--- config.mk ---
export PLATFORM = sky130hd
export DESIGN_NAME = accumulator_cpu_alu_mov_subset_flat
export DESIGN_NICKNAME = d
export VERILOG_FILES = /design/src/hdl/acms_pkg.sv /design/src/hdl/acms_req_if.sv /design/src/hdl/acms_rsp_if.sv /design/src/hdl/acms_exec.sv /design/src/hdl/acms_state.sv /design/src/hdl/accumulator_cpu_alu_mov_subset.sv /design/src/flat_wrapper.sv
export SDC_FILE = /design/constraint.sdc
export NUM_CORES = 1
export LEC_CHECK = 0
export ABC_AREA = 1
export ABC_CLOCK_PERIOD_IN_PS = 7000
export BUFFER_PORTS_ARGS = -buffer_cell sky130_fd_sc_hd__buf_2
export CORE_MARGIN = 5
export CORE_UTILIZATION = 63
export CTS_CLUSTER_SIZE = 25
export DETAILED_ROUTE_END_ITERATION = 12
export GPL_TIMING_DRIVEN = 0
export PLACE_DENSITY = 0.95
export SLEW_MARGIN = 20
export SYNTH_ARGS = -nofsm -noshare
export SYNTH_HDL_FRONTEND = slang
export SYNTH_SLANG_ARGS = --single-unit
--- constraint.sdc ---
create_clock -name clock -period 7 [get_ports clock]
set_input_delay 0.7 -clock clock [delete_from_list [all_inputs] [get_ports clock]]
set_output_delay 0.7 -clock clock [all_outputs]
set_load 0.03 [all_outputs]
--- src/hdl/acms_pkg.sv ---
// Package: types and codes shared by the accumulator ALU block.
`default_nettype none
package acms_pkg;

   localparam logic       KIND_EXEC = 1'b0;
   localparam logic       KIND_LOAD = 1'b1;

   localparam logic [7:0] OP_MOV_B_LO = 8'h40;
   localparam logic [7:0] OP_MOV_B_HI = 8'h47;
   localparam logic [7:0] OP_MOV_C_LO = 8'h48;
   localparam logic [7:0] OP_MOV_C_HI = 8'h4C;
   localparam logic [7:0] OP_ALU_LO   = 8'h80;
   localparam logic [7:0] OP_ALU_HI   = 8'h97;

   localparam logic [1:0] GRP_ADD = 2'd0;
   localparam logic [1:0] GRP_ADC = 2'd1;
   localparam logic [1:0] GRP_SUB = 2'd2;

   localparam logic [2:0] SRC_B = 3'd0;
   localparam logic [2:0] SRC_C = 3'd1;
   localparam logic [2:0] SRC_D = 3'd2;
   localparam logic [2:0] SRC_E = 3'd3;
   localparam logic [2:0] SRC_H = 3'd4;
   localparam logic [2:0] SRC_L = 3'd5;
   localparam logic [2:0] SRC_M = 3'd6;
   localparam logic [2:0] SRC_A = 3'd7;

   localparam logic [2:0] SEL_A = 3'd0;
   localparam logic [2:0] SEL_B = 3'd1;
   localparam logic [2:0] SEL_C = 3'd2;
   localparam logic [2:0] SEL_D = 3'd3;
   localparam logic [2:0] SEL_E = 3'd4;
   localparam logic [2:0] SEL_H = 3'd5;
   localparam logic [2:0] SEL_L = 3'd6;

   typedef struct packed {
      logic       kind;
      logic [7:0] opcode;
      logic [7:0] mem_data;
      logic [2:0] reg_select;
      logic [7:0] reg_value;
   } req_type;

   typedef struct packed {
      logic [7:0] acc;
      logic [7:0] b;
      logic [7:0] c;
      logic [7:0] d;
      logic [7:0] e;
      logic [7:0] h;
      logic [7:0] l;
      logic       carry;
      logic       zero;
      logic       sign;
   } arch_state_type;

endpackage
`default_nettype wire

--- src/hdl/acms_req_if.sv ---
// Interface: request channel carrying one opcode or register load item.
`default_nettype none
interface acms_req_if;
   logic       valid;
   logic       ready;
   logic       kind;
   logic [7:0] opcode;
   logic [7:0] mem_data;
   logic [2:0] reg_select;
   logic [7:0] reg_value;

   modport source (output valid, kind, opcode, mem_data, reg_select, reg_value,
                   input ready);
   modport sink   (input valid, kind, opcode, mem_data, reg_select, reg_value,
                   output ready);
endinterface
`default_nettype wire

--- src/hdl/acms_rsp_if.sv ---
// Interface: response channel carrying the register and flag snapshot.
`default_nettype none
interface acms_rsp_if;
   logic        valid;
   logic        ready;
   logic [7:0]  acc_out;
   logic [7:0]  b_out;
   logic [7:0]  c_out;
   logic [7:0]  d_out;
   logic [7:0]  e_out;
   logic [7:0]  h_out;
   logic [7:0]  l_out;
   logic        carry_out;
   logic        zero_out;
   logic        sign_out;
   logic [15:0] hl_address;

   modport source (output valid, acc_out, b_out, c_out, d_out, e_out, h_out, l_out,
                          carry_out, zero_out, sign_out, hl_address,
                   input ready);
   modport sink   (input valid, acc_out, b_out, c_out, d_out, e_out, h_out, l_out,
                         carry_out, zero_out, sign_out, hl_address,
                   output ready);
endinterface
`default_nettype wire

--- src/hdl/acms_exec.sv ---
// Execute logic: next architectural state from current state and one item.
`default_nettype none
module acms_exec
   import acms_pkg::*;
(
   input  var arch_state_type cur,
   input  var req_type        item,
   output arch_state_type     nxt
);

   logic [7:0] src;
   logic [8:0] alu_res;
   logic       is_mov_b;
   logic       is_mov_c;
   logic       is_alu;

   always_comb begin
      unique case (item.opcode[2:0])
         SRC_B:   src = cur.b;
         SRC_C:   src = cur.c;
         SRC_D:   src = cur.d;
         SRC_E:   src = cur.e;
         SRC_H:   src = cur.h;
         SRC_L:   src = cur.l;
         SRC_M:   src = item.mem_data;
         SRC_A:   src = cur.acc;
         default: src = cur.acc;
      endcase
   end

   always_comb begin
      unique case (item.opcode[4:3])
         GRP_ADD: alu_res = {1'b0, cur.acc} + {1'b0, src};
         GRP_ADC: alu_res = {1'b0, cur.acc} + {1'b0, src} + {8'd0, cur.carry};
         GRP_SUB: alu_res = {1'b0, cur.acc} - {1'b0, src};
         default: alu_res = {1'b0, cur.acc} + {1'b0, src};
      endcase
   end

   assign is_mov_b = (item.opcode >= OP_MOV_B_LO) && (item.opcode <= OP_MOV_B_HI);
   assign is_mov_c = (item.opcode >= OP_MOV_C_LO) && (item.opcode <= OP_MOV_C_HI);
   assign is_alu   = (item.opcode >= OP_ALU_LO)   && (item.opcode <= OP_ALU_HI);

   always_comb begin
      nxt = cur;
      if (item.kind == KIND_LOAD) begin
         unique case (item.reg_select)
            SEL_A:   nxt.acc = item.reg_value;
            SEL_B:   nxt.b   = item.reg_value;
            SEL_C:   nxt.c   = item.reg_value;
            SEL_D:   nxt.d   = item.reg_value;
            SEL_E:   nxt.e   = item.reg_value;
            SEL_H:   nxt.h   = item.reg_value;
            SEL_L:   nxt.l   = item.reg_value;
            default: nxt     = cur;
         endcase
      end else if (is_mov_b) begin
         nxt.b = src;
      end else if (is_mov_c) begin
         nxt.c = src;
      end else if (is_alu) begin
         nxt.acc   = alu_res[7:0];
         nxt.carry = alu_res[8];
         nxt.zero  = (alu_res[7:0] == 8'd0);
         nxt.sign  = alu_res[7];
      end
   end

endmodule
`default_nettype wire

--- src/hdl/acms_state.sv ---
// Architectural state: accumulator, six general registers and three flags.
`default_nettype none
module acms_state
   import acms_pkg::*;
(
   input  var logic           clock,
   input  var logic           reset,
   input  var logic           update,
   input  var arch_state_type state_in,
   output arch_state_type     state_out
);

   arch_state_type state_ff;

   always_ff @(posedge clock) begin
      if (reset) begin
         state_ff <= '0;
      end else if (update) begin
         state_ff <= state_in;
      end
   end

   assign state_out = state_ff;

endmodule
`default_nettype wire

--- src/hdl/accumulator_cpu_alu_mov_subset.sv ---
// Top level: accumulator ALU with register file, MOV subset and flags.
//
//   channel   dir  handshake          payload
//   req_chan  in   valid / ready      kind, opcode, mem_data, reg_select, reg_value
//   rsp_chan  out  valid / ready      registers A..L, carry/zero/sign, hl_address
//
// An accepted item lands in the input register; it executes against the register
// file once the output register is free or emptying, and the snapshot is written
// to the output register. Throughput is one item per cycle while the output does
// not stall (flag and register feedback closes in the single execute stage).
// Synchronous reset clears the registers, flags and both valid bits.
// A stalled output holds its item; the input register keeps accepting while
// the execute stage drains into a free or emptying output register.
`default_nettype none
module accumulator_cpu_alu_mov_subset
   import acms_pkg::*;
(
   input  var logic  clock,
   input  var logic  reset,
   acms_req_if.sink   req_chan,
   acms_rsp_if.source rsp_chan
);

   logic           in_valid_ff;
   req_type        in_item_ff;
   logic           out_valid_ff;
   arch_state_type out_item_ff;
   logic           exec_go;
   arch_state_type state_cur;
   arch_state_type state_in;
   req_type        req_item;

   assign req_item = '{kind:       req_chan.kind,
                       opcode:     req_chan.opcode,
                       mem_data:   req_chan.mem_data,
                       reg_select: req_chan.reg_select,
                       reg_value:  req_chan.reg_value};

   assign exec_go        = in_valid_ff && (!out_valid_ff || rsp_chan.ready);
   assign req_chan.ready = !in_valid_ff || exec_go;

   always_ff @(posedge clock) begin
      if (reset) begin
         in_valid_ff <= 1'b0;
      end else if (req_chan.ready) begin
         in_valid_ff <= req_chan.valid;
      end
      if (req_chan.ready && req_chan.valid) begin
         in_item_ff <= req_item;
      end
   end

   acms_exec u_exec (
      .cur  (state_cur),
      .item (in_item_ff),
      .nxt  (state_in)
   );

   acms_state u_state (
      .clock     (clock),
      .reset     (reset),
      .update    (exec_go),
      .state_in  (state_in),
      .state_out (state_cur)
   );

   always_ff @(posedge clock) begin
      if (reset) begin
         out_valid_ff <= 1'b0;
      end else if (exec_go) begin
         out_valid_ff <= 1'b1;
      end else if (rsp_chan.ready) begin
         out_valid_ff <= 1'b0;
      end
      if (exec_go) begin
         out_item_ff <= state_in;
      end
   end

   assign rsp_chan.valid      = out_valid_ff;
   assign rsp_chan.acc_out    = out_item_ff.acc;
   assign rsp_chan.b_out      = out_item_ff.b;
   assign rsp_chan.c_out      = out_item_ff.c;
   assign rsp_chan.d_out      = out_item_ff.d;
   assign rsp_chan.e_out      = out_item_ff.e;
   assign rsp_chan.h_out      = out_item_ff.h;
   assign rsp_chan.l_out      = out_item_ff.l;
   assign rsp_chan.carry_out  = out_item_ff.carry;
   assign rsp_chan.zero_out   = out_item_ff.zero;
   assign rsp_chan.sign_out   = out_item_ff.sign;
   assign rsp_chan.hl_address = {out_item_ff.h, out_item_ff.l};

   // pending response always mirrors the live register file
   a_out_tracks_state: assert property (@(posedge clock) disable iff (reset)
      out_valid_ff |-> (out_item_ff == state_cur))
      else $error("response differs from register file");

   a_exec_fills_out: assert property (@(posedge clock) disable iff (reset)
      exec_go |=> out_valid_ff)
      else $error("executed item not presented");

   a_state_hold: assert property (@(posedge clock) disable iff (reset)
      !exec_go |=> $stable(state_cur))
      else $error("state changed without an item");

   a_load_keeps_flags: assert property (@(posedge clock) disable iff (reset)
      (exec_go && (in_item_ff.kind == KIND_LOAD)) |=>
         ($stable(state_cur.carry) && $stable(state_cur.zero) && $stable(state_cur.sign)))
      else $error("register load altered flags");

endmodule
`default_nettype wire

--- src/flat_wrapper.sv ---
// flat-port wrapper written by rule: the top's interface ports become plain ports
module accumulator_cpu_alu_mov_subset_flat import acms_pkg::*;
  (clock, reset, req_chan_valid, req_chan_kind, req_chan_opcode, req_chan_mem_data, req_chan_reg_select, req_chan_reg_value, req_chan_ready, rsp_chan_valid, rsp_chan_acc_out, rsp_chan_b_out, rsp_chan_c_out, rsp_chan_d_out, rsp_chan_e_out, rsp_chan_h_out, rsp_chan_l_out, rsp_chan_carry_out, rsp_chan_zero_out, rsp_chan_sign_out, rsp_chan_hl_address, rsp_chan_ready);
  acms_req_if req_chan_i ();
  acms_rsp_if rsp_chan_i ();
  input  var logic clock;
  input  var logic reset;
  input wire logic [$bits(req_chan_i.valid)-1:0] req_chan_valid;
  input wire logic [$bits(req_chan_i.kind)-1:0] req_chan_kind;
  input wire logic [$bits(req_chan_i.opcode)-1:0] req_chan_opcode;
  input wire logic [$bits(req_chan_i.mem_data)-1:0] req_chan_mem_data;
  input wire logic [$bits(req_chan_i.reg_select)-1:0] req_chan_reg_select;
  input wire logic [$bits(req_chan_i.reg_value)-1:0] req_chan_reg_value;
  output wire logic [$bits(req_chan_i.ready)-1:0] req_chan_ready;
  output wire logic [$bits(rsp_chan_i.valid)-1:0] rsp_chan_valid;
  output wire logic [$bits(rsp_chan_i.acc_out)-1:0] rsp_chan_acc_out;
  output wire logic [$bits(rsp_chan_i.b_out)-1:0] rsp_chan_b_out;
  output wire logic [$bits(rsp_chan_i.c_out)-1:0] rsp_chan_c_out;
  output wire logic [$bits(rsp_chan_i.d_out)-1:0] rsp_chan_d_out;
  output wire logic [$bits(rsp_chan_i.e_out)-1:0] rsp_chan_e_out;
  output wire logic [$bits(rsp_chan_i.h_out)-1:0] rsp_chan_h_out;
  output wire logic [$bits(rsp_chan_i.l_out)-1:0] rsp_chan_l_out;
  output wire logic [$bits(rsp_chan_i.carry_out)-1:0] rsp_chan_carry_out;
  output wire logic [$bits(rsp_chan_i.zero_out)-1:0] rsp_chan_zero_out;
  output wire logic [$bits(rsp_chan_i.sign_out)-1:0] rsp_chan_sign_out;
  output wire logic [$bits(rsp_chan_i.hl_address)-1:0] rsp_chan_hl_address;
  input wire logic [$bits(rsp_chan_i.ready)-1:0] rsp_chan_ready;
  assign req_chan_i.valid = req_chan_valid;
  assign req_chan_i.kind = req_chan_kind;
  assign req_chan_i.opcode = req_chan_opcode;
  assign req_chan_i.mem_data = req_chan_mem_data;
  assign req_chan_i.reg_select = req_chan_reg_select;
  assign req_chan_i.reg_value = req_chan_reg_value;
  assign req_chan_ready = req_chan_i.ready;
  assign rsp_chan_valid = rsp_chan_i.valid;
  assign rsp_chan_acc_out = rsp_chan_i.acc_out;
  assign rsp_chan_b_out = rsp_chan_i.b_out;
  assign rsp_chan_c_out = rsp_chan_i.c_out;
  assign rsp_chan_d_out = rsp_chan_i.d_out;
  assign rsp_chan_e_out = rsp_chan_i.e_out;
  assign rsp_chan_h_out = rsp_chan_i.h_out;
  assign rsp_chan_l_out = rsp_chan_i.l_out;
  assign rsp_chan_carry_out = rsp_chan_i.carry_out;
  assign rsp_chan_zero_out = rsp_chan_i.zero_out;
  assign rsp_chan_sign_out = rsp_chan_i.sign_out;
  assign rsp_chan_hl_address = rsp_chan_i.hl_address;
  assign rsp_chan_i.ready = rsp_chan_ready;
  accumulator_cpu_alu_mov_subset u_core (.clock(clock), .reset(reset), .req_chan(req_chan_i), .rsp_chan(rsp_chan_i));
endmodule
Word level (Yosys, flattened, before mapping) --
Cells that the tools add are included.
Storage, ports and cells: flip-flop bits (word level) 148, output and inout bits 77
Operators by class: reductions and logical operators 13, mux-type cells 23, magnitude comparators 6, equality and inequality tests 15, $add $sub $neg 3
Operator list (number):
- 8-bit 2-to-1 mux | 13
- 8-bit case mux with 8 select lines | 1
- 32-bit 2-to-1 mux | 1
- 24-bit 2-to-1 mux | 1
- 3-bit == test, second input constant | 7
- 9-bit case mux with 2 select lines | 1
- 8-bit by 7-bit >= comparator with 1-bit output, second input constant | 2
- 8-bit by 7-bit <= comparator with 1-bit output, second input constant | 2
- 3-bit by 2-bit == test with 1-bit output, second input constant | 4
- 3-bit 2-to-1 mux | 4
- 8-bit by 8-bit adder with 9-bit output | 1
- 9-bit by 1-bit adder with 9-bit output | 1
- 8-bit by 8-bit subtractor with 9-bit output | 1
- 8-bit >= comparator, second input constant | 1
- 8-bit <= comparator, second input constant | 1
- 8-bit logical NOT | 1
- 3-bit by 1-bit == test with 1-bit output, second input constant | 2
- 3-bit logical NOT | 2
- 1-bit logical AND | 5
- 2-bit by 1-bit == test with 1-bit output, second input constant | 1
- 2-bit == test, second input constant | 1
- 1-bit logical NOT | 2
- 1-bit logical OR | 2
- 1-bit 2-to-1 mux | 2
- 2-bit nonzero test | 1

Longest topological paths before layout --
Gate-level depths: netlist of the first run.
depth after elaboration 10, mapped depth 28

By module --
A second synthesis of the first run with hierarchy kept.
Second synthesis, totals: cells, all modules 1096, area total of the unflattened synthesis 8295.5 um2
By module, submodules not included:
- acms_exec | area an instance 3062.9 um2, cells an instance 607, times used 1
- accumulator_cpu_alu_mov_subset | area an instance 2824.0 um2, cells an instance 115, times used 1
- acms_state | area an instance 2408.6 um2, cells an instance 374, times used 1

Worst setup path after synthesis of the first run --
Ideal clock, no wire load.
path type register to register, start register u_core.in_item_ff[20] in the netlist's numbering, end register u_core.u_state.state_ff (netlist bit u_core.u_state.state_out[2]), stages on the path, launching flop included 27, period minus slack after synthesis 3.226 ns, slack 3.774 ns, data required time 6.889 ns, arrival time 3.115 ns, path through edfxtp_1 > nor2_2 > inv_2 > nor2_4 > inv_2 > buf_6 > o21ai_1 > nor2_1 > nand2_1 > o21ai_1 > inv_1 > ha_1 > fa_1 > ha_1 > inv_1 > nor2_2 > nand3_1 > nor2_1 > nand3_1 > nor2_1 > nand2_1 > nand3_1 > nand2_1 > nand2_1 > nand3_1 > nand2_1 > inv_1
On the way: word-level cells in the longest chain between the ends 9, elaborated cells on any way between the ends 26, classes of those cells 3 x add/sub; 6 x order compare; 7 x eq/ne; 6 x mux; 4 x reduce/logical
Ends and longest elaborated chain:
- start: declaration | line accumulator_cpu_alu_mov_subset.sv:25 | req_type in_item_ff;
- start signal: assignment | line accumulator_cpu_alu_mov_subset.sv:49 | in_item_ff <= req_item;
- 3-bit == test (tied with other cells) | line acms_exec.sv:18 | unique case (item.opcode[2:0])
- 8-bit case mux with 8 select lines | line acms_exec.sv:18
- 8-bit by 8-bit adder with 9-bit output | line acms_exec.sv:33, acms_exec.sv:34, acms_exec.sv:36
- 9-bit by 1-bit adder with 9-bit output | line acms_exec.sv:34 | GRP_ADC: alu_res = {1'b0, cur.acc} + {1'b0, src} + {8'd0, cur.carry};
- 9-bit case mux with 2 select lines | line acms_exec.sv:32 | unique case (item.opcode[4:3])
- 3-bit 2-to-1 mux | line acms_exec.sv:61 | end else if (is_alu) begin
- 3-bit 2-to-1 mux | line acms_exec.sv:59 | end else if (is_mov_c) begin
- 3-bit 2-to-1 mux * | line acms_exec.sv:57 | end else if (is_mov_b) begin
- 3-bit 2-to-1 mux * | line acms_exec.sv:46 | if (item.kind == KIND_LOAD) begin
- end signal: assignment | line acms_state.sv:19 | state_ff <= state_in;
- end: declaration | line acms_state.sv:13 | arch_state_type state_ff;
Every way passes the cells marked *; elsewhere a longest branch is shown, timed or not. A chain may end at the register's enable or synchronous reset.

==> results of run 1 <==
through the flow:
| stage | power [uW] | hold WS [ps] |
|---|---|---|
| 2_1_floorplan | 1354 | 500.9 |
| 3_3_place_gp | 1475 | 492.9 |
| 3_5_place_dp | 1491 | 536.6 |
| 4_1_cts | 2487 | 428.2 |
| 5_1_grt | 2591 | 426.9 |
| 6_report | 2501 | 434.7 |
flip-flops by register name, summed over array words and instances, names as in the netlist:
name and cells:
u_core.u_state.state_out 59, u_core.rsp_chan.sign_out 1, u_core.rsp_chan.acc_out 8, u_core.in_valid_ff 1, u_core.rsp_chan.c_out 8, u_core.rsp_chan.l_out 8
u_core.rsp_chan.carry_out 1, u_core.in_item_ff 28, u_core.rsp_chan.b_out 8, u_core.rsp_chan.zero_out 1, u_core.rsp_chan.e_out 8, u_core.rsp_chan.d_out 8
u_core.rsp_chan.h_out 8, u_core.rsp_chan.valid 1
per-layer routing:
layer	global-route usage [%]	part of all wire, %	vias to the layer above
met5	0	0	-
met1	42.82	37	3405
met4	18.19	5.6	0
li1	-	-	3523
met2	53.69	45	588
met3	7.428	12	126
Yosys cell counts (all sizes together):
| cell | count |
|---|---|
| a211oi | 2 |
| a21oi | 103 |
| a31oi | 1 |
| buf | 23 |
| clkbuf | 30 |
| dfxtp | 61 |
| edfxtp | 87 |
| fa | 2 |
| ha | 20 |
| inv | 196 |
| nand2 | 156 |
| nand3 | 59 |
| nand4 | 7 |
| nor2 | 55 |
| nor3 | 5 |
| o211ai | 1 |
| o21a | 1 |
| o21ai | 147 |
| o221ai | 5 |
| o22ai | 27 |
where the power goes:
part           leakage, uW  switching, uW  internal, uW  total (uW)
sequential         0.00134           31.3           987        1020
clock             0.000308            400           608        1010
combinational      0.00278            338           137         475
cell families (layout without fill, tap and decap cells):
group | Yosys count | after routing | share of synthesized area, %
and+or+nand+nor | 282 | 282 | 15.28
DFF | 148 | 148 | 48.42
AOI/OAI and AO/OA | 287 | 287 | 19.75
adders and majority gates | 22 | 22 | 3.666
buffers and inverters | 249 | 389 | 12.88
worst reg2reg max path, stage by stage (launching register included):
cell and delay, ps:
edfxtp_1 490, nor2_2 90, inv_2 110, nor2_4 50
inv_2 160, buf_6 190, o21ai_1 110, nor2_1 90
nand2_1 70, o21ai_1 70, inv_1 120, ha_1 260
fa_1 620, ha_1 180, inv_1 60, nor2_2 150
nand3_1 120, nor2_1 140, nand3_1 130, nand3_1 90
nand3_1 90, nand3_1 130, nand2_1 120, o21ai_1 140
inv_1 60
layout make-up:
class | instances | area, um^2 | share of cell area, %
Clock inverter | 15 | 219.0 | 2.344
Sequential cell | 148 | 3834 | 41.03
Tap cell | 172 | 215.2 | 2.303
Buffer | 53 | 279.0 | 2.986
Inverter | 196 | 743.2 | 7.955
Clock buffer | 17 | 425.4 | 4.553
Multi-Input combinational cell | 591 | 3064 | 32.80
Timing Repair Buffer | 108 | 563.0 | 6.027
worst paths after layout:
| check | to | slack (ps) | cells after the start |
|---|---|---|---|
| hold / removal | u_core.in_item_ff[24] | 430 | 1 |
| hold reg to reg | u_core.rsp_chan.valid | 540 | 2 |
| setup / recovery | u_core.u_state.state_out[57] | 3040 | 24 |
| setup reg to reg | u_core.u_state.state_out[57] | 3040 | 24 |
==> impl_metrics.xml, run 1 <==
<?xml version="1.0" encoding="UTF-8"?>
<metrics>
  <group name="outcome">
    <metric name="run_status" unit="">finished, final reports clean</metric>
  </group>
  <group name="setup_path">
    <metric name="critical_path.n_buffers_inverters" unit="">6</metric>
    <metric name="cp-start-kind" unit="">flip-flop</metric>
    <metric name="regToRegStartpoint" unit="">u_core.in_item_ff[20]</metric>
    <metric name="startpoint" unit="">u_core.in_item_ff[20]</metric>
    <metric name="worstPathRequired" unit="ps">7330</metric>
    <metric name="worst_ep_arrival_time" unit="ps">4290</metric>
    <metric name="critical_path.cell_chain" unit="">nor2_2, inv_2, nor2_4, inv_2, buf_6, o21ai_1, nor2_1, nand2_1, o21ai_1, inv_1, ha_1, fa_1, ha_1, inv_1, nor2_2, nand3_1, nor2_1, nand3_1, nand3_1, nand3_1, nand3_1, nand2_1, o21ai_1, inv_1</metric>
    <metric name="timing_worst_setup_path_type" unit="">reg2reg</metric>
    <metric name="timing.critical_path.slowest_stage_cell" unit="">fa_1</metric>
    <metric name="end_kind" unit="">flip-flop</metric>
    <metric name="crit_path_frequent_cell" unit="">nand3_1</metric>
    <metric name="critPathTopFamily" unit="">simple AND/OR/NAND/NOR gates</metric>
    <metric name="cp_max_fo" unit="">10</metric>
    <metric name="worst_path_largest_cell_delay" unit="ps">620</metric>
  </group>
  <group name="floorplan">
    <metric name="die_area" unit="mm^2">0.01491</metric>
    <metric name="dieHeight" unit="um">122.1</metric>
    <metric name="ioPinCount" unit="">109</metric>
    <metric name="effective_utilization_at_floorplan" unit="%">63.52</metric>
    <metric name="placement_rows" unit="">41</metric>
    <metric name="die_x" unit="um">122.1</metric>
    <metric name="core_area" unit="mm^2">0.01247</metric>
  </group>
  <group name="clock_network">
    <metric name="ctsLongestPathBuffers" unit="">2</metric>
    <metric name="post_cts_resize_count" unit="">0</metric>
    <metric name="clkTransAtPathRegs" unit="ps">70</metric>
    <metric name="postCtsSetupBuffers" unit="">0</metric>
    <metric name="htree_num_levels" unit="">4</metric>
    <metric name="clock_tree.root_cell" unit="">clkbuf_16</metric>
    <metric name="clk_latency" unit="ps">440</metric>
    <metric name="cts_hold_buffers" unit="">0</metric>
    <metric name="clkSinkCount" unit="">148</metric>
    <metric name="number_of_cts_inserted_buffers" unit="">17</metric>
    <metric name="cts_tree" unit="">done</metric>
  </group>
  <group name="layout">
    <metric name="mostFrequentLayoutCell" unit="">inv_1</metric>
    <metric name="most_frequent_cells_in_the_layout" unit="">inv_1, nand2_1, buf_2</metric>
    <metric name="syn2layout_area_growth" unit="%">18.00</metric>
    <metric name="layoutNonFillerInstCount" unit="">1300</metric>
    <metric name="num-nets-final" unit="">1169</metric>
    <metric name="fillerInstances" unit="">879</metric>
    <metric name="postLayoutCellArea" unit="mm^2">0.009343</metric>
    <metric name="layout-drive-gt1-share" unit="%">18.17</metric>
    <metric name="final_util" unit="%">74.95</metric>
    <metric name="diodes" unit="">0</metric>
  </group>
  <group name="yosys">
    <metric name="syn-num-nets" unit="">1042</metric>
    <metric name="postSynthRegisterBits" unit="">148</metric>
    <metric name="synthesis.yosys.warnings" unit="">0</metric>
    <metric name="postSynthCellCount" unit="">988</metric>
    <metric name="avgSynthCellArea" unit="um^2">8.014</metric>
    <metric name="post_synthesis_sequential_area_ratio" unit="%">48.42</metric>
    <metric name="yosysTopAreaCellShare" unit="%">33.00</metric>
    <metric name="synth.cell_area" unit="mm^2">0.007918</metric>
    <metric name="synth.area.top_cells" unit="">edfxtp_1, dfxtp_1, inv_1</metric>
    <metric name="cell_taking_the_most_area_after_synthesis" unit="">edfxtp_1</metric>
    <metric name="synth_cell_type_count" unit="">33</metric>
  </group>
  <group name="sta">
    <metric name="rsz_0062_raised_after_global_routing" unit="">no</metric>
    <metric name="fin_crit_share" unit="%">56.60</metric>
    <metric name="final_hold_vio_count" unit="">0</metric>
    <metric name="fin_setup_tns" unit="ps">0</metric>
    <metric name="period_needed" unit="ps">3962</metric>
    <metric name="fmaxAchievable" unit="MHz">252.4</metric>
    <metric name="finalSetupViolCount" unit="">0</metric>
    <metric name="clock-skew-final" unit="ps">11.93</metric>
    <metric name="worst_relative_slew_slack" unit="%">28.93</metric>
    <metric name="final-max-slew-violation-count" unit="">0</metric>
    <metric name="worst_path_setup_slack_after_routing" unit="ps">3038</metric>
    <metric name="worst-slew-pin-transition" unit="ps">1059</metric>
  </group>
  <group name="power_and_ir_drop">
    <metric name="cellLeakagePower" unit="uW">0.004433</metric>
    <metric name="power_density" unit="mW/mm^2">267.7</metric>
    <metric name="peakVddDrop" unit="mV">0.2223</metric>
  </group>
  <group name="global_routing">
    <metric name="globalRouteOverflowTotal" unit="">0</metric>
    <metric name="vias_in_the_first_global_route" unit="">7324</metric>
    <metric name="grt_max_degree" unit="">64</metric>
    <metric name="initial_antenna_violation_count" unit="">0</metric>
    <metric name="first_pass_grt_wire_length" unit="mm">38.07</metric>
    <metric name="groute.usage.overall" unit="%">33.64</metric>
  </group>
  <group name="place">
    <metric name="post_dp_cell_area" unit="mm^2">0.008698</metric>
    <metric name="dp_slack" unit="ps">3212</metric>
    <metric name="port_buffers" unit="">107</metric>
    <metric name="dp_hpwl" unit="mm">17.28</metric>
    <metric name="post-place-cells" unit="">1268</metric>
    <metric name="gp_routability_congestion" unit="">1.013</metric>
  </group>
  <group name="route">
    <metric name="detail_route.drc_violations" unit="">0</metric>
    <metric name="drt_pass1_iterations" unit="">8</metric>
    <metric name="detail_route.wirelength" unit="mm">24.14</metric>
    <metric name="dr.first_iter.drc_count" unit="">1032</metric>
    <metric name="route.detailed.vias_per_inst" unit="">5.878</metric>
    <metric name="drtAntennaViolNets" unit="">0</metric>
    <metric name="post_detailed_route_wirelength_per_cell" unit="um">18.57</metric>
    <metric name="vias" unit="">7642</metric>
  </group>
  <group name="min_path">
    <metric name="type_of_the_worst_min_delay_path" unit="">in2reg</metric>
    <metric name="min_from" unit="">req_chan_opcode[5]</metric>
  </group>
  <group name="job">
    <metric name="cap_violations" unit="">0</metric>
  </group>
</metrics>
Power figures use the tool's default switching activity.
==> run 2, diff against run 1 <==
--- a/config.mk
+++ b/config.mk
@@ -6,14 +6,14 @@
 export NUM_CORES = 1
 export LEC_CHECK = 0
 export ABC_AREA = 1
-export ABC_CLOCK_PERIOD_IN_PS = 7000
+export ABC_CLOCK_PERIOD_IN_PS = 3700
 export BUFFER_PORTS_ARGS = -buffer_cell sky130_fd_sc_hd__buf_2
 export CORE_MARGIN = 5
-export CORE_UTILIZATION = 63
+export CORE_UTILIZATION = 58
 export CTS_CLUSTER_SIZE = 25
 export DETAILED_ROUTE_END_ITERATION = 12
 export GPL_TIMING_DRIVEN = 0
-export PLACE_DENSITY = 0.95
+export PLACE_DENSITY = 0.89
 export SLEW_MARGIN = 20
 export SYNTH_ARGS = -nofsm -noshare
 export SYNTH_HDL_FRONTEND = slang
==> constraint.sdc (replaced) <==
create_clock -name clock -period 3.7 [get_ports clock]
set_input_delay 0.37 -clock clock [delete_from_list [all_inputs] [get_ports clock]]
set_output_delay 0.37 -clock clock [all_outputs]
set_load 0.03 [all_outputs]
==> run 2 against run 1 <==
Combinational power is 95% higher; power is 81% higher; clock skew is 3.7 ps lower; largest power group unchanged.
==> impl_metrics.xml, run 2 (synthesis gave the netlist of run 1 again) <==
<?xml version="1.0" encoding="UTF-8"?>
<metrics>
  <group name="clock_network">
    <metric name="clk_latency" unit="ps">430</metric>
    <metric name="clkSinkCount" unit="">148</metric>
    <metric name="cts_tree" unit="">done</metric>
    <metric name="cts_hold_buffers" unit="">0</metric>
    <metric name="clock_tree.root_cell" unit="">clkbuf_16</metric>
    <metric name="clkTransAtPathRegs" unit="ps">60</metric>
    <metric name="number_of_cts_inserted_buffers" unit="">17</metric>
    <metric name="ctsLongestPathBuffers" unit="">2</metric>
    <metric name="htree_num_levels" unit="">4</metric>
  </group>
  <group name="layout">
    <metric name="postLayoutCellArea" unit="mm^2">0.009467</metric>
    <metric name="syn2layout_area_growth" unit="%">19.56</metric>
    <metric name="num-nets-final" unit="">1179</metric>
    <metric name="fillerInstances" unit="">1033</metric>
    <metric name="diodes" unit="">0</metric>
    <metric name="layout-drive-gt1-share" unit="%">20.21</metric>
    <metric name="number_of_flip_flops_under_the_largest_register_name" unit="">59</metric>
    <metric name="most_frequent_cells_in_the_layout" unit="">inv_1, nand2_1, buf_2</metric>
    <metric name="mostFrequentLayoutCell" unit="">inv_1</metric>
  </group>
  <group name="setup_path">
    <metric name="worstPathRequired" unit="ps">4020</metric>
    <metric name="cp_max_fo" unit="">10</metric>
    <metric name="regToRegStartpoint" unit="">u_core.in_item_ff[19]</metric>
    <metric name="cp-start-kind" unit="">flip-flop</metric>
    <metric name="timing_worst_setup_path_type" unit="">reg2reg</metric>
    <metric name="worst_reg2reg_path_depth" unit="">23</metric>
    <metric name="end_kind" unit="">flip-flop</metric>
    <metric name="regToRegEndpoint" unit="">u_core.u_state.state_out[55]</metric>
    <metric name="worst_ep_arrival_time" unit="ps">3840</metric>
    <metric name="worst-r2r-setup-slack" unit="ps">190</metric>
  </group>
  <group name="sta">
    <metric name="finalSetupViolCount" unit="">0</metric>
    <metric name="fin_crit_share" unit="%">94.98</metric>
    <metric name="final-max-slew-violation-count" unit="">0</metric>
    <metric name="clock-skew-final" unit="ps">8.230</metric>
    <metric name="period_needed" unit="ps">3514</metric>
    <metric name="fmaxAchievable" unit="MHz">284.5</metric>
    <metric name="worst-slew-pin-transition" unit="ps">1023</metric>
    <metric name="worst_relative_slew_slack" unit="%">31.37</metric>
    <metric name="final_hold_vio_count" unit="">0</metric>
  </group>
  <group name="route">
    <metric name="vias" unit="">7651</metric>
    <metric name="drt_pass1_iterations" unit="">8</metric>
    <metric name="dr.first_iter.drc_count" unit="">1074</metric>
    <metric name="detail_route.drc_violations" unit="">0</metric>
    <metric name="drtAntennaViolNets" unit="">0</metric>
    <metric name="route.detailed.vias_per_inst" unit="">5.823</metric>
    <metric name="detail_route.wirelength" unit="mm">23.63</metric>
    <metric name="post_detailed_route_wirelength_per_cell" unit="um">17.98</metric>
  </group>
  <group name="place">
    <metric name="dp_hpwl" unit="mm">16.97</metric>
    <metric name="post_dp_cell_area" unit="mm^2">0.008676</metric>
    <metric name="port_buffers" unit="">107</metric>
    <metric name="gp_routability_congestion" unit="">1.029</metric>
  </group>
  <group name="global_routing">
    <metric name="groute.usage.overall" unit="%">28.70</metric>
    <metric name="globalRouteOverflowTotal" unit="">0</metric>
    <metric name="routing_usage_on_met1" unit="%">38.48</metric>
    <metric name="initial_antenna_violation_count" unit="">0</metric>
    <metric name="first_pass_grt_wire_length" unit="mm">35.87</metric>
    <metric name="gr-usage-met2" unit="%">44.93</metric>
    <metric name="busiest_layer" unit="">met2</metric>
    <metric name="grt_max_degree" unit="">64</metric>
    <metric name="global_route.usage.met3" unit="%">6.894</metric>
    <metric name="vias_in_the_first_global_route" unit="">6796</metric>
  </group>
  <group name="power_and_ir_drop">
    <metric name="power_density" unit="mW/mm^2">477.9</metric>
    <metric name="cellLeakagePower" unit="uW">0.004460</metric>
    <metric name="report.power.total" unit="uW">4524</metric>
    <metric name="peakVddDrop" unit="mV">0.4510</metric>
  </group>
  <group name="outcome">
    <metric name="run_status" unit="">finished, final reports clean</metric>
  </group>
  <group name="floorplan">
    <metric name="effective_utilization_at_floorplan" unit="%">59.55</metric>
    <metric name="ioPinCount" unit="">109</metric>
    <metric name="dieHeight" unit="um">126.8</metric>
    <metric name="placement_rows" unit="">42</metric>
    <metric name="die_area" unit="mm^2">0.01609</metric>
    <metric name="core_area" unit="mm^2">0.01330</metric>
    <metric name="die_x" unit="um">126.8</metric>
  </group>
  <group name="min_path">
    <metric name="holdPathEnd" unit="">u_core.in_item_ff[1]</metric>
    <metric name="min_from" unit="">req_chan_reg_value[1]</metric>
    <metric name="min_path_cells" unit="">1</metric>
    <metric name="type_of_the_worst_min_delay_path" unit="">in2reg</metric>
  </group>
  <group name="job">
    <metric name="cap_violations" unit="">0</metric>
  </group>
</metrics>
[run 2: cell types whose count changed in the layout (fill, tap and decap cells not counted), sizes merged]
cell | previous run | this run
buf | 131 | 141
bufinv | 4 | 2
clkbuf | 47 | 49
clkinv | 3 | 9
clkinvlp | 3 | 1
inv | 201 | 197
[run 2: critical path, cell delays in order, from the launching register on]
cell and delay, ps:
edfxtp_1 480, nor2_2 190, inv_2 80, nor2_4 120, inv_4 70, buf_12 150, o21ai_2 70, nor2_1 50
nand2_1 80, o21ai_1 90, inv_2 110, ha_4 160, fa_2 450, ha_1 210, inv_1 110, nor2_4 50
nand3_2 90, nand2_1 60, nand3_1 80, nand2_1 100, nand3_1 110, o221ai_1 190, o21ai_0 240, inv_1 60
[run 2: where the power goes]
part / internal [uW] / switching (uW) / total, uW
Sequential: 1870 / 55.2 / 1920
Combinational: 271 / 654 / 925
Clock: 990 / 686 / 1680
[run 2: routing by layer]
metal / routed length, um / vias to the layer above
li1: - / 3541
met1: 9087 / 3459
met2: 10510 / 540
met3: 2920 / 111
met4: 1111 / 0
met5: 0 / -
[run 2: repair_timing]
item | in CTS | in global routing
endpoints found under the setup margin | 7 | 18
pin swaps | 1 | 4
setup buffers | 3 | 8
resized for setup | 0 | 31
[run 2: worst max path at each step]
stage	start	end	slack [ps]	cells after the start
after floorplan	u_core.in_item_ff[20]	u_core.u_state.state_out[2]	470	26
after global placement	u_core.in_item_ff[20]	u_core.u_state.state_out[1]	-90	26
after detailed placement	u_core.in_item_ff[20]	u_core.u_state.state_out[57]	-90	24
after CTS	u_core.in_item_ff[19]	u_core.u_state.state_out[2]	50	26
after global routing	u_core.in_item_ff[19]	u_core.u_state.state_out[1]	-20	22
final	u_core.in_item_ff[19]	u_core.u_state.state_out[55]	190	23
[run 2: per-stage QoR]
stage	setup slack [ps]	hold slack (ps)	setup TNS [ps]	cells	utilization, %
floorplan	474.3	468.9	0	988	-
global placement	-87.89	505.1	-430.1	1271	65.24
detailed placement	-93.37	516.7	-424.0	1271	65.26
CTS	49.58	112.2	0	1306	69.70
global route	-20.40	108.0	-20.40	1314	71.20
finish	185.7	109.8	0	1314	71.20
[run 2: final cells by class]
type	count	area (um^2)	area share (%)
multi-input combinational	591	3187	33.66
buffer	53	287.8	3.040
timing repair buffer	118	621.8	6.569
clock inverter	13	135.1	1.427
inverter	196	748.2	7.904
tap	176	220.2	2.326
sequential	148	3834	40.50
clock buffer	19	432.9	4.573
